### src/design/tfs_pkg.sv
// ----------------------------------------------------------------------------
// tfs_pkg: shared types and constants for the text field splitter
// Parse phase codes, config and result bundles, character constants and
// the set membership helper.
// ----------------------------------------------------------------------------
package tfs_pkg;

  // Largest field the emission limit may reach
  localparam int FIELD_CAPACITY = 256;

  // Slot counts of the register layout
  localparam int SPACE_SLOTS_DEF = 2;
  localparam int QUOTE_SLOTS_DEF = 4;
  localparam int TERM_SLOTS_DEF  = 8;
  localparam int SPACE_BYTES     = 2;
  localparam int QUOTE_BYTES     = 4;
  localparam int TERM_BYTES      = 8;

  // Register reset values
  localparam logic [63:0] SPACE_RESET   = 64'd2336;
  localparam logic [63:0] QUOTE_RESET   = 64'd10018;
  localparam logic [63:0] TERM_RESET    = 64'd2336;
  localparam logic [8:0]  MAX_LEN_RESET = 9'd24;

  // Config register indexes
  localparam int CFG_IDX_W = 2;
  localparam logic [CFG_IDX_W-1:0] CFG_SPACE   = 2'd0;
  localparam logic [CFG_IDX_W-1:0] CFG_QUOTE   = 2'd1;
  localparam logic [CFG_IDX_W-1:0] CFG_TERM    = 2'd2;
  localparam logic [CFG_IDX_W-1:0] CFG_MAX_LEN = 2'd3;

  // Special characters
  localparam logic [7:0] CH_NL   = 8'h0A;
  localparam logic [7:0] CH_HASH = 8'h23;
  localparam logic [7:0] CH_BANG = 8'h21;

  // Result kinds
  localparam logic KIND_CHAR   = 1'b0;
  localparam logic KIND_REPORT = 1'b1;

  localparam int OUT_TDATA_W = 48;

  // Parse phase, one-hot
  typedef enum logic [4:0] {
    PH_LINE    = 5'b00001,
    PH_COMMENT = 5'b00010,
    PH_LEAD    = 5'b00100,
    PH_FIELD   = 5'b01000,
    PH_QUOTED  = 5'b10000
  } tfs_phase_t;

  // Config as seen by the parser, unused slots zero
  typedef struct packed {
    logic [63:0] space;
    logic [63:0] quote;
    logic [63:0] term;
    logic [8:0]  max_len;
  } tfs_cfg_t;

  // One result item
  typedef struct packed {
    logic        kind;
    logic [7:0]  out_char;
    logic [7:0]  char_position;
    logic [15:0] field_length;
    logic [7:0]  terminator;
    logic        line_ended;
    logic        input_ended;
    logic        truncated;
  } tfs_result_t;

  // Byte matches a nonzero slot; a zero byte matches every set
  function automatic logic in_set(input logic [7:0] c, input logic [63:0] set);
    logic hit;
    hit = (c == 8'h00);
    for (int i = 0; i < 8; i++) begin
      if (set[8*i +: 8] != 8'h00 && set[8*i +: 8] == c) hit = 1'b1;
    end
    return hit;
  endfunction

endpackage

### src/design/text_field_splitter_unit.sv
// An accepted request is held in the input register and parsed from there;
// its result (if any) goes to the result register and then onto out_tvalid.
// Throughput: one byte per cycle while out_tready does not stall the result
// register, set by the parse step between the input and result registers.
// Reset (rst_n low, synchronous) returns the parser to line start with
// cleared counters, empties both registers and restores register defaults.
// ----------------------------------------------------------------------------
// text_field_splitter_unit: streaming CSV-style field tokenizer
// Splits a byte stream into field characters and end-of-field reports,
// driven by configurable space, quote and terminator sets.
// ----------------------------------------------------------------------------
module text_field_splitter_unit #(
  parameter int TERM_SLOTS  = tfs_pkg::TERM_SLOTS_DEF,
  parameter int QUOTE_SLOTS = tfs_pkg::QUOTE_SLOTS_DEF,
  parameter int SPACE_SLOTS = tfs_pkg::SPACE_SLOTS_DEF
) (
  input  logic                            clk,
  input  logic                            rst_n,
  // input stream
  input  logic                            in_tvalid,
  output logic                            in_tready,
  input  logic [7:0]                      in_tdata,   // [7:0] in_char
  input  logic                            in_tuser,   // [0] end_of_input
  // result stream
  output logic                            out_tvalid,
  input  logic                            out_tready,
  // [7:0] out_char, [15:8] char_position, [31:16] field_length,
  // [39:32] terminator, [40] line_ended, [41] input_ended, [42] truncated
  output logic [tfs_pkg::OUT_TDATA_W-1:0] out_tdata,
  output logic                            out_tuser,  // [0] kind
  // config writes
  input  logic                            cfg_valid,
  output logic                            cfg_ready,
  input  logic [tfs_pkg::CFG_IDX_W-1:0]   cfg_index,
  input  logic [63:0]                     cfg_data
);
  import tfs_pkg::*;

  localparam int SP_N = (SPACE_SLOTS < SPACE_BYTES) ? SPACE_SLOTS : SPACE_BYTES;
  localparam int QT_N = (QUOTE_SLOTS < QUOTE_BYTES) ? QUOTE_SLOTS : QUOTE_BYTES;
  localparam int TM_N = (TERM_SLOTS  < TERM_BYTES)  ? TERM_SLOTS  : TERM_BYTES;

  logic [SP_N*8-1:0] space_r;
  logic [QT_N*8-1:0] quote_r;
  logic [TM_N*8-1:0] term_r;
  logic [8:0]        max_len_r;
  tfs_cfg_t          cfg;

  logic        s1_valid_r;
  logic [7:0]  s1_char_r;
  logic        s1_eoi_r;
  logic        out_free;
  logic        step;
  logic        res_valid;
  tfs_result_t res;
  logic        out_valid_r;
  tfs_result_t res_r;

  // Config registers, only the slots in use are kept
  assign cfg_ready = 1'b1;

  always_ff @(posedge clk) begin
    if (!rst_n) begin
      space_r   <= SPACE_RESET[SP_N*8-1:0];
      quote_r   <= QUOTE_RESET[QT_N*8-1:0];
      term_r    <= TERM_RESET[TM_N*8-1:0];
      max_len_r <= MAX_LEN_RESET;
    end else if (cfg_valid && cfg_ready) begin
      unique case (cfg_index)
        CFG_SPACE:   space_r   <= cfg_data[SP_N*8-1:0];
        CFG_QUOTE:   quote_r   <= cfg_data[QT_N*8-1:0];
        CFG_TERM:    term_r    <= cfg_data[TM_N*8-1:0];
        CFG_MAX_LEN: max_len_r <= cfg_data[8:0];
        default:     max_len_r <= max_len_r;
      endcase
    end
  end

  assign cfg.space   = 64'(space_r);
  assign cfg.quote   = 64'(quote_r);
  assign cfg.term    = 64'(term_r);
  assign cfg.max_len = max_len_r;

  // Handshake: stage 1 moves on when the result register can take it
  assign out_free  = !out_valid_r || out_tready;
  assign step      = s1_valid_r && out_free;
  assign in_tready = !s1_valid_r || out_free;

  // Input register
  always_ff @(posedge clk) begin
    if (!rst_n) begin
      s1_valid_r <= 1'b0;
    end else if (in_tready) begin
      s1_valid_r <= in_tvalid;
    end
  end

  always_ff @(posedge clk) begin
    if (in_tvalid && in_tready) begin
      s1_char_r <= in_tdata;
      s1_eoi_r  <= in_tuser;
    end
  end

  // Parse step
  tfs_parse_core u_core (
    .clk       (clk),
    .rst_n     (rst_n),
    .step      (step),
    .c         (s1_char_r),
    .eoi       (s1_eoi_r),
    .cfg       (cfg),
    .res_valid (res_valid),
    .res       (res)
  );

  // Result register
  always_ff @(posedge clk) begin
    if (!rst_n) begin
      out_valid_r <= 1'b0;
    end else if (out_free) begin
      out_valid_r <= step && res_valid;
    end
  end

  always_ff @(posedge clk) begin
    if (step && res_valid) res_r <= res;
  end

  assign out_tvalid = out_valid_r;
  assign out_tuser  = res_r.kind;
  assign out_tdata  = {5'b0, res_r.truncated, res_r.input_ended, res_r.line_ended,
                       res_r.terminator, res_r.field_length, res_r.char_position,
                       res_r.out_char};

  // A character is only emitted below the length limit
  a_char_below_limit: assert property (@(posedge clk) disable iff (!rst_n)
    out_valid_r && res_r.kind == KIND_CHAR |-> {1'b0, res_r.char_position} < max_len_r)
    else $error("character emitted past the length limit");

  // End-of-input report always closes the line with a zero terminator
  a_eoi_report: assert property (@(posedge clk) disable iff (!rst_n)
    out_valid_r && res_r.input_ended |->
      res_r.kind == KIND_REPORT && res_r.line_ended && res_r.terminator == 8'h00)
    else $error("malformed end-of-input report");

  // A full input register with a stalled result blocks new requests
  a_stall_blocks_input: assert property (@(posedge clk) disable iff (!rst_n)
    s1_valid_r && out_valid_r && !out_tready |-> !in_tready && !step)
    else $error("request taken while the result register is stalled");

endmodule

### src/design/tfs_parse_core.sv
// ----------------------------------------------------------------------------
// tfs_parse_core: field parser state and single-step logic
// Holds phase, open quote and field counters; on each step classifies one
// byte and produces at most one result.
// ----------------------------------------------------------------------------
module tfs_parse_core (
  input  logic                clk,
  input  logic                rst_n,
  input  logic                step,
  input  logic [7:0]          c,
  input  logic                eoi,
  input  tfs_pkg::tfs_cfg_t   cfg,
  output logic                res_valid,
  output tfs_pkg::tfs_result_t res
);
  import tfs_pkg::*;

  tfs_phase_t  phase_r, phase_nxt;
  logic [7:0]  oq_r, oq_nxt;
  logic [15:0] raw_r, raw_nxt;
  logic [15:0] trim_r, trim_nxt;

  logic        is_sp, is_qt, is_tm;
  logic [8:0]  lim;
  logic [15:0] raw_inc;
  logic        do_fc;
  logic        want_rep, rep_line, rep_eoi;
  logic [7:0]  rep_term;
  logic        want_data, data_counts;

  // Character classes
  assign is_sp = in_set(c, cfg.space);
  assign is_qt = in_set(c, cfg.quote);
  assign is_tm = in_set(c, cfg.term);

  // Emission limit: smaller of register and capacity
  always_comb begin
    lim = cfg.max_len;
    if (FIELD_CAPACITY < 512 && 17'(cfg.max_len) > 17'(FIELD_CAPACITY)) begin
      lim = 9'(FIELD_CAPACITY);
    end
  end

  assign raw_inc = (raw_r == 16'hFFFF) ? raw_r : raw_r + 16'd1;

  // Phase decisions
  always_comb begin
    phase_nxt   = phase_r;
    oq_nxt      = oq_r;
    do_fc       = 1'b0;
    want_rep    = 1'b0;
    rep_term    = 8'h00;
    rep_line    = 1'b0;
    rep_eoi     = 1'b0;
    want_data   = 1'b0;
    data_counts = 1'b0;

    if (eoi) begin
      phase_nxt = PH_LINE;
      want_rep  = 1'b1;
      rep_line  = 1'b1;
      rep_eoi   = 1'b1;
    end else begin
      unique case (phase_r)
        PH_COMMENT: begin
          if (c == CH_NL) phase_nxt = PH_LINE;
        end
        PH_LEAD: begin
          if (!is_sp) do_fc = 1'b1;
        end
        PH_FIELD: begin
          do_fc = 1'b1;
        end
        PH_QUOTED: begin
          if (c == CH_NL) begin
            phase_nxt = PH_LINE;
            want_rep  = 1'b1;
            rep_term  = c;
            rep_line  = 1'b1;
          end else if (c == oq_r) begin
            oq_nxt    = 8'h00;
            phase_nxt = PH_FIELD;
          end else begin
            want_data   = 1'b1;
            data_counts = 1'b1;
          end
        end
        default: begin
          phase_nxt = PH_LINE;
          if (is_sp) begin
            phase_nxt = PH_LINE;
          end else if (c == CH_HASH || c == CH_BANG) begin
            phase_nxt = PH_COMMENT;
          end else begin
            do_fc = 1'b1;
          end
        end
      endcase

      // Ordinary field byte
      if (do_fc) begin
        if (c == CH_NL) begin
          phase_nxt = PH_LINE;
          want_rep  = 1'b1;
          rep_term  = c;
          rep_line  = 1'b1;
        end else if (is_qt) begin
          oq_nxt    = c;
          phase_nxt = PH_QUOTED;
        end else if (is_tm) begin
          phase_nxt = PH_LEAD;
          want_rep  = 1'b1;
          rep_term  = c;
        end else begin
          phase_nxt   = PH_FIELD;
          want_data   = 1'b1;
          data_counts = !is_sp;
        end
      end
    end
  end

  // Result and counter update
  always_comb begin
    raw_nxt   = raw_r;
    trim_nxt  = trim_r;
    res_valid = 1'b0;
    res       = '0;
    if (want_rep) begin
      res_valid        = 1'b1;
      res.kind         = KIND_REPORT;
      res.field_length = trim_r;
      res.terminator   = rep_term;
      res.line_ended   = rep_line;
      res.input_ended  = rep_eoi;
      res.truncated    = raw_r > {7'b0, lim};
      raw_nxt          = 16'd0;
      trim_nxt         = 16'd0;
    end else if (want_data) begin
      if (raw_r < {7'b0, lim}) begin
        res_valid         = 1'b1;
        res.kind          = KIND_CHAR;
        res.out_char      = c;
        res.char_position = raw_r[7:0];
      end
      raw_nxt = raw_inc;
      if (data_counts) trim_nxt = raw_inc;
    end
  end

  // Parser state
  always_ff @(posedge clk) begin
    if (!rst_n) begin
      phase_r <= PH_LINE;
      oq_r    <= 8'h00;
      raw_r   <= 16'd0;
      trim_r  <= 16'd0;
    end else if (step) begin
      phase_r <= phase_nxt;
      oq_r    <= want_rep ? 8'h00 : oq_nxt;
      raw_r   <= raw_nxt;
      trim_r  <= trim_nxt;
    end
  end

endmodule
### config.mk
export PLATFORM = sky130hd
export DESIGN_NAME = text_field_splitter_unit
export DESIGN_NICKNAME = d
export VERILOG_FILES = /design/src/design/tfs_pkg.sv /design/src/design/text_field_splitter_unit.sv /design/src/design/tfs_parse_core.sv
export SDC_FILE = /design/constraint.sdc
export NUM_CORES = 1
export LEC_CHECK = 0
export BUFFER_PORTS_ARGS = -buffer_cell sky130_fd_sc_hd__buf_2
export CORE_UTILIZATION = 45
export CTS_CLUSTER_DIAMETER = 40
export CTS_CLUSTER_SIZE = 8
export DETAILED_ROUTE_END_ITERATION = 6
export SLEW_MARGIN = 20
export SYNTH_ARGS = -nofsm -noshare
export SYNTH_HDL_FRONTEND = slang
export SYNTH_SLANG_ARGS = --single-unit
### constraint.sdc
create_clock -name clk -period 6.85 [get_ports clk]
set_input_delay 0.3425 -clock clk [delete_from_list [all_inputs] [get_ports clk]]
set_output_delay 0.3425 -clock clk [all_outputs]
set_load 0.01 [all_outputs]
Word-level counts from Yosys, hierarchy flattened
Cells that the tools add are included.

Output and inout port bits: 52. Bits in registers: 221. Bits of input ports: 80. Logic and storage cells: 190.

Mux-type cells: 80. Reduce and logical (&&, ||, !) cells: 53. Magnitude comparators: 3. Add/subtract/negate cells: 1. Bitwise gates (word level): 3. Equal/unequal tests: 30.

Operators by type and width (number): $eq A8 B8 Y1 (15); $mux W16 (7); $mux W8 (14); $reduce_bool A8 Y1 (14); $mux W1 (45); $mux W5 (8); $logic_and A1 B1 Y1 (17); $mux W17 (1); $add A16 B1 Y16 const B (1); $eq A16 B16 Y1 const B (1); $eq A8 B6 Y1 const B (2); $gt A16 B9 Y1 (1); $lt A16 B9 Y1 (1); $pmux W5 S3 (1); $reduce_and A2 Y1 (6); $gt A9 B9 Y1 const B (1); $mux W9 (1); $eq A8 B4 Y1 const B (1); $logic_not A8 Y1 (1); $reduce_or A2 Y1 (3); $eq A5 B2 Y1 const B (1); $eq A5 B3 Y1 const B (1); $eq A5 B4 Y1 const B (1); $eq A5 B5 Y1 const B (1); other kinds (17) (25).

Longest topological paths before layout
Gate-level depths: netlist of the first run.

Depth in word-level cells: 18. Depth in mapped cells: 14. Mapped depth without buffers: 12.

Modules after synthesis
Synthesis of the first run repeated with hierarchy kept, for this count alone.

Cells, all modules: 1276. Area total of the unflattened synthesis: 12167.9 µm².

By module, submodules not included: text_field_splitter_unit (cells an instance 553, area an instance 6429.9 µm², instances 1, seq. area each 4053.9 µm²); tfs_parse_core (cells an instance 723, area an instance 5738.0 µm², instances 1, seq. area each 900.9 µm²).

Worst setup path after synthesis of the first run
No wires, ideal clock.

Kind: register to register. Start: register s1_char_r[1]. End: register res_r, in the netlist out_tdata[0] (enable). Cell stages (with the launch flop): 12. Buffers on the path: 3. Library setup time: 460 ps. Data required time: 6390 ps. Period minus slack after synthesis: 4990 ps. Slack: 1860 ps. Arrival: 4530 ps. Path through: edfxtp_1 buf_4 buf_4 xor2_1 nor4_1 a31oi_1 nand2_1 o22ai_1 a41oi_2 or4_1 buf_4 a21oi_1.

Longest elaborated chain between the ends: 18. Elaborated cells on any way between the ends: 71. Classes of those cells: eq/ne: 18; mux: 36; reduce/logical: 17.

RTL lines: start, declared (line text_field_splitter_unit.sv:50) `logic [7:0] s1_char_r;`; start signal, assigned (line text_field_splitter_unit.sv:100) `s1_char_r <= in_tdata;`; $eq A8 B8 Y1 (line tfs_pkg.sv:77) `if (set[8*i +: 8] != 8'h00 && set[8*i +: 8] == c) hit = 1'b1;`; $logic_and A1 B1 Y1 (line tfs_pkg.sv:77); $mux W1 (8 in a row) (line tfs_pkg.sv:77); $mux W1 (line tfs_parse_core.sv:110) `end else if (is_tm) begin`; $mux W1 (line tfs_parse_core.sv:107) `end else if (is_qt) begin`; $mux W1 (line tfs_parse_core.sv:102) `if (c == CH_NL) begin`; $mux W1 (line tfs_parse_core.sv:101) `if (do_fc) begin`; $mux W1 (line tfs_parse_core.sv:58) `if (eoi) begin`; $mux W1 (line tfs_parse_core.sv:139) `end else if (want_data) begin`; $mux W1 * (line tfs_parse_core.sv:129) `if (want_rep) begin`; $logic_and A1 B1 Y1 * (line text_field_splitter_unit.sv:127) `if (step && res_valid) res_r <= res;`; end signal, assigned (line text_field_splitter_unit.sv:127); end, declared (line text_field_splitter_unit.sv:57) `tfs_result_t res_r;`.

Every way passes the cells marked *; elsewhere a longest branch is shown, timed or not. The select of a mux whose other input is x is not followed. A chain may end at the register's enable or synchronous reset.

Final worst setup path of the first run
Start: register s1_char_r[4]. End: register res_r, in the netlist out_tdata[21] (enable).

The elaborated chain is that of the path after synthesis.

==> results of run 1 <==
-- worst max-delay path: cells and delay by family (launching register included) --
| family | cells | cell delay, ps |
|---|---|---|
| flops | 1 | 1000 |
| buf+inv | 1 | 400 |
| compound gates | 4 | 2040 |
| simple gates | 4 | 1280 |
-- state kept, by name, summed over array words and instances, names as in the netlist --
register	flops
space_r	16
s1_valid_r	1
max_len_r	9
u_core.oq_r	8
u_core.phase_r	5
s1_eoi_r	1
s1_char_r	8
term_r	64
quote_r	32
out_tvalid	1
u_core.trim_r	16
out_tuser	1
out_tdata	43
u_core.raw_r	16
-- worst min path at each step --
stage                            start  cells past startpoint  slack (ps)      endpoint
final                      in_tdata[6]                      1          20  s1_char_r[6]
after global routing       in_tdata[6]                      1           4  s1_char_r[6]
after CTS                  in_tdata[6]                      1           1  s1_char_r[6]
after detailed placement  max_len_r[0]                      2         450  max_len_r[0]
after global placement    max_len_r[0]                      2         440  max_len_r[0]
after floorplan           max_len_r[0]                      2         430  max_len_r[0]
-- power by group --
group          total, mW  internal, mW  switching [mW]
sequential          1.42          1.38          0.0404
clock               1.75          1.17           0.587
combinational      0.264        0.0943           0.170
total               3.44          2.64           0.797
-- area by class of cell --
| cell class | count | area share (%) |
|---|---|---|
| clock buffers | 54 | 8.429 |
| flip-flops and latches | 221 | 39.69 |
| inverters | 12 | 0.3909 |
| clock inverters | 8 | 0.9822 |
| well taps | 313 | 3.137 |
| repair buffers | 141 | 5.973 |
| multi-input cells | 899 | 41.40 |
-- cell usage after synthesis (3+ instances only) --
cell type / number / area, sq um
nand2_1: 301 / 1130
buf_4: 16 / 120.1
a2111oi_0: 10 / 87.58
nor4_1: 40 / 250.2
o2bb2ai_1: 8 / 70.07
mux2i_1: 6 / 60.06
o21a_1: 4 / 30.03
or3_1: 3 / 18.77
inv_1: 10 / 37.54
xor2_1: 106 / 928.4
nor3_1: 25 / 125.1
buf_1: 5 / 18.77
nor2_1: 32 / 120.1
o21ai_0: 6 / 30.03
o211ai_1: 17 / 127.6
buf_2: 8 / 40.04
a31oi_1: 16 / 100.1
or4_1: 3 / 22.52
nor2b_1: 3 / 18.77
a32o_1: 8 / 80.08
buf_6: 5 / 56.30
o2111ai_1: 3 / 26.28
xnor2_1: 11 / 96.34
a21oi_1: 130 / 650.6
nand2b_1: 5 / 31.28
and4_1: 3 / 26.28
nand4_1: 27 / 168.9
a211oi_1: 3 / 22.52
or2_2: 5 / 31.28
o22ai_1: 6 / 37.54
dfxtp_1: 168 / 3363
nand3_1: 34 / 170.2
edfxtp_1: 53 / 1592
clkbuf_1: 57 / 214.0
nand3b_1: 4 / 30.03
and2_1: 33 / 206.5
and3_1: 5 / 31.28
ha_1: 10 / 125.1
-- per-stage QoR --
stage | setup slack [ps] | instances | area (sq um) | utilization (%) | power (mW)
global route | 1436 | 1648 | 12480 | 54.64 | 3.576
detailed placement | 1828 | 1586 | 11310 | 49.49 | 1.711
CTS | 1816 | 1648 | 12480 | 54.63 | 3.473
global placement | 1998 | 1586 | 11310 | 49.49 | 1.708
finish | 1784 | 1648 | 12480 | 54.64 | 3.440
floorplan | 1860 | 1224 | 10590 | - | 1.617
-- layer usage --
metal | wire length (um) | vias up
li1 | - | 4426
met1 | 12150 | 4162
met2 | 13580 | 275
met3 | 1464 | 63
met4 | 884 | 0
met5 | 0 | -
-- logic make-up after synthesis --
logic type      share of synthesized area [%]
flops                                   46.85
compound gates                          13.37
fa+ha+maj                               1.183
buf+inv                                 4.744
simple gates                            23.42
xor+xnor                                9.689
other cells                           0.07101
mux                                    0.6743
==> results.toml, run 1 <==
[sta]
fin_crit_sh_pct = 73.95
fmax_mhz = 197.4
relSlewSlack_pct = 32.52
fin_skew_ps = 14.56
fin_crit_ps = 5066
worst_pin_slew_ps = 1010
report.final.slew_viol_count = 0
finalSetupViolCount = 0
setup_tns_ps = 0
whs_ps = 17.99
hold_viol_final = 0
rsz0062_at_grt = "false"

[placement]
globalplace.congestion = 0.8658
hpwl_mm = 19.05
numPortBuffers = 125

[floorplanning]
core_sq_um = 22850
fp.dieW_um = 155.3
rows = 55
die_h_um = 155.3
start_util_pct = 46.29
dieArea_sq_um = 24120
top_level_ports = 132

[clock_tree]
clock_sinks = 221
numCtsBuffers = 37
h-tree-depth = 2
path_clk_slew_ps = 50
cts_hold_buffers = 0
clk_path_buf_depth = 3
clk_latency_ps = 510
cts_root_buf = "clkbuf_16"
postCtsSetupRepairBufs = 0
ctsResizeCount = 0
cts_tree = "yes"

[critical_path]
cp.arrival_ps = 5240
ff2ff_setup_slack_ps = 1780
cpPeakStageDelay_ps = 1000
path_max_fanout = 23
crit_start = "s1_char_r[4]"
crit_path_end_kind = "flop"
path_cells = "or4_4 > nor4_1 > a31oi_1 > nand2_1 > o22ai_1 > a41oi_2 > or4_1 > a21oi_4 > buf_4"
rr_endpoint = "out_tdata[21]"
cp.required_ps = 7030
crit_slowest_cell = "edfxtp_1"
criticalPathCategory = "reg -> reg"
endpoint = "out_tdata[21]"
rr_startpoint = "s1_char_r[4]"
start_kind = "flop"
reg2regPathDepth = 9

[logic_synthesis]
synth-edff-count = 53
ys_ff_latch = 221
synthCells = 1220
ys_async_sr_fraction_pct = 0
synth_area_sq_um = 10580
seq_area_frac_synth_pct = 46.85
ys.warnings.count = 0
synth_cell_types = 64
postSynthAreaPerCell_sq_um = 8.669
synth_ff_type = "dfxtp_1"

[routing]
wl_mm = 28.08
drtIter0Drc = 515
drc_errors = 0
wl_per_cell_um = 17.04
dr.pass1.iters = 6
ant_nets = 0
routed-via-count = 8926
via_per_inst = 5.416

[global_route]
gr-total-overflow = 0
grt_pass1_vias = 8363
grtUsageTotal_pct = 23.43
grt_antenna_before_repair = 0
grtUsageMet2_pct = 39.36
grt_max_degree = 90
grt_util_met1_pct = 30.20
grt_pass1_wl_mm = 44.44
top_usage_layer = "met2"
globalRouteMet3Util_pct = 3.510

[cells_and_area]
n_fill_cell = 2173
final_common_cell = "nand2_1"
final_cell_mix = "nand2_1, dfxtp_1, a21oi_1"
area_delta_synth_final_pct = 18.04
seq_area_sq_um = 4955
finalNetCount = 1402
drive_gt1_share_pct = 15.88
multi_input_area_sq_um = 5169
diodes = 0

[flow_run]
maxCapViolCount = 0

[power_and_ir_drop]
leakage_nw = 4.876
ir_drop_v = 0.0001413
power.density_nw_per_um2 = 275.6

[min_path]
worst_hold_path_type = "in -> reg"

[run_status]
status = "completed"
Power figures use the tool's default switching activity.
==> run 2, diff against run 1 <==
--- a/config.mk
+++ b/config.mk
@@ -10,6 +10,7 @@
 export CTS_CLUSTER_DIAMETER = 40
 export CTS_CLUSTER_SIZE = 8
 export DETAILED_ROUTE_END_ITERATION = 6
+export PLACE_DENSITY = 0.67
 export SLEW_MARGIN = 20
 export SYNTH_ARGS = -nofsm -noshare
 export SYNTH_HDL_FRONTEND = slang
==> constraint.sdc (replaced) <==
create_clock -name clk -period 4.1 [get_ports clk]
set_input_delay 0.205 -clock clk [delete_from_list [all_inputs] [get_ports clk]]
set_output_delay 0.205 -clock clk [all_outputs]
set_load 0.01 [all_outputs]
==> run 2 against run 1 <==
Net effect: register-to-register slack lost 1400 ps; utilization increased by 2.8 points; via count is 4.8% higher; highest routed layer unchanged; design area increased by 5.1%; hold slack worse by 10 ps; wire length rose by 0.41%; largest power group unchanged; power rose by 60%; clock power grew 49%; non-clock buffer count is 82 higher; largest cell class unchanged; setup slack got worse by 1400 ps.
==> results.toml, run 2 (same netlist as run 1, synthesis figures left out) <==
[flow_run]
maxCapViolCount = 0

[sta]
rsz0062_at_grt = "false"
fin_crit_sh_pct = 90.58
finalSetupViolCount = 0
fmax_mhz = 269.3
setup_tns_ps = 0
fin_skew_ps = 14.11
hold_viol_final = 0
relSlewSlack_pct = 31.25
report.final.slew_viol_count = 0
worst_pin_slew_ps = 1031
fin_crit_ps = 3714

[critical_path]
critical_path_buf_inv_count = 2
crit_slowest_cell = "edfxtp_1"
cp.arrival_ps = 4060
start_kind = "flop"
cp.required_ps = 4440
path_max_fanout = 33
crit_top_cell = "buf_4"
cpPeakStageDelay_ps = 1020
crit_path_end_kind = "flop"
criticalPathCategory = "reg -> reg"
crit_family = "compound AO/OA/AOI/OAI gates"
path_cells = "xor2_1 > a2111oi_0 > o211ai_1 > nand4_1 > nor2_1 > nor3_1 > buf_4 > o31ai_4 > buf_4 > a21oi_1 > o22ai_1"

[global_route]
grt_antenna_before_repair = 0
gr-total-overflow = 0
grt_pass1_vias = 9138
grt_max_degree = 63
grtUsageTotal_pct = 23.66
grt_pass1_wl_mm = 45.82

[power_and_ir_drop]
netSwitchingPower_mw = 1.291
power.density_nw_per_um2 = 418.6
swShare_pct = 23.50
pwr-share-clk_pct = 47.6
total_power_mw = 5.494
ir_drop_v = 0.0002864
leakage_nw = 5.176
p_int_mw = 4.203
pwr-share-seq_pct = 43.4
pwr-share-comb_pct = 9.1

[clock_tree]
path_clk_slew_ps = 50
cts_tree = "yes"
clk_latency_ps = 490
clk_path_buf_depth = 3
cts_root_buf = "clkbuf_16"
h-tree-depth = 2
numCtsBuffers = 35
clock_sinks = 221
postCtsSetupRepairBufs = 0

[floorplanning]
core_sq_um = 22850
rows = 55
top_level_ports = 132
fp.dieW_um = 155.3
start_util_pct = 46.29
dieArea_sq_um = 24120
die_h_um = 155.3

[cells_and_area]
n_fill_cell = 2088
area_delta_synth_final_pct = 24.09
largest_reg_flops = 64
finish.instance_area_sq_um = 13120
final_common_cell = "nand2_1"
drive_gt1_share_pct = 15.80
final_cells = 1724
diodes = 0
final_cell_mix = "nand2_1, dfxtp_1, a21oi_1"
regMostFlops = "term_r"
finalNetCount = 1482

[placement]
numPortBuffers = 125
dp.cells = 1604
hpwl_mm = 19.24
globalplace.congestion = 0.8822
post_dp_cell_area_sq_um = 11450

[routing]
wl_per_cell_um = 16.35
routed-via-count = 9352
via_per_inst = 5.425
wl_mm = 28.19
dr.pass1.iters = 7
drc_errors = 0
drtIter0Drc = 444
ant_nets = 0

[min_path]
worst_hold_path_type = "in -> reg"

[run_status]
status = "completed"
run 2: worst register-to-register path, stage by stage, from the launching register on:
cell,delay [ps]
edfxtp_1,1020
xor2_1,160
a2111oi_0,470
o211ai_1,180
nand4_1,200
nor2_1,120
nor3_1,160
buf_4,170
o31ai_4,70
buf_4,260
a21oi_1,570
o22ai_1,190
run 2: power by group through the flow:
stage	clock network [mW]	logic (mW)	registers (mW)
floorplan	0	0.303	2.40
global placement	0	0.440	2.42
detailed placement	0	0.446	2.42
CTS	2.64	0.494	2.38
global route	2.76	0.548	2.39
finish	2.61	0.497	2.38
run 2: path summary, 6_finish.rpt:
path | start | to | slack (ps) | cells after the start
min | cfg_data[1] | term_r[1] | 8 | 3
min reg2reg | max_len_r[2] | max_len_r[2] | 450 | 2
max reg2reg | s1_char_r[7] | u_core.trim_r[15] | 390 | 11
max | s1_char_r[7] | u_core.trim_r[15] | 390 | 11
run 2: routing by layer:
metal | vias up | GRT usage [%] | wire (um)
li1 | 4581 | - | -
met1 | 4395 | 29.78 | 12260
met2 | 295 | 40.95 | 13560
met3 | 81 | 3.426 | 1379
met4 | 0 | 9.057 | 998
met5 | - | 0 | 0
run 2: final cells by class:
cell class,count,area (sq um),share of cell area (%)
multi-input cells,899,5165,39.36
well taps,313,391.6,2.984
clock inverters,2,10.01,0.07627
repair buffers,223,1534,11.69
inverters,12,48.80,0.3718
clock buffers,54,1020,7.770
flip-flops and latches,221,4955,37.75
run 2: through the flow:
stage | worst slack (ps) | hold WS (ps) | utilization, %
6_report | 386.3 | 7.555 | 57.44
5_1_grt | 117.6 | 0.6582 | 57.44
4_1_cts | 431.2 | 2.508 | 57.44
3_5_place_dp | 471.5 | 384.2 | 50.13
3_3_place_gp | 527.6 | 384.0 | 50.13
2_1_floorplan | 101.6 | 303.9 | -
run 2: repair_timing:
action / 4_1_cts / 5_1_grt
hold buffers: 64 / 0
endpoints found under the setup margin: 0 / 0
hold endpoints to repair: 88 / 0
resized for setup: 0 / 0
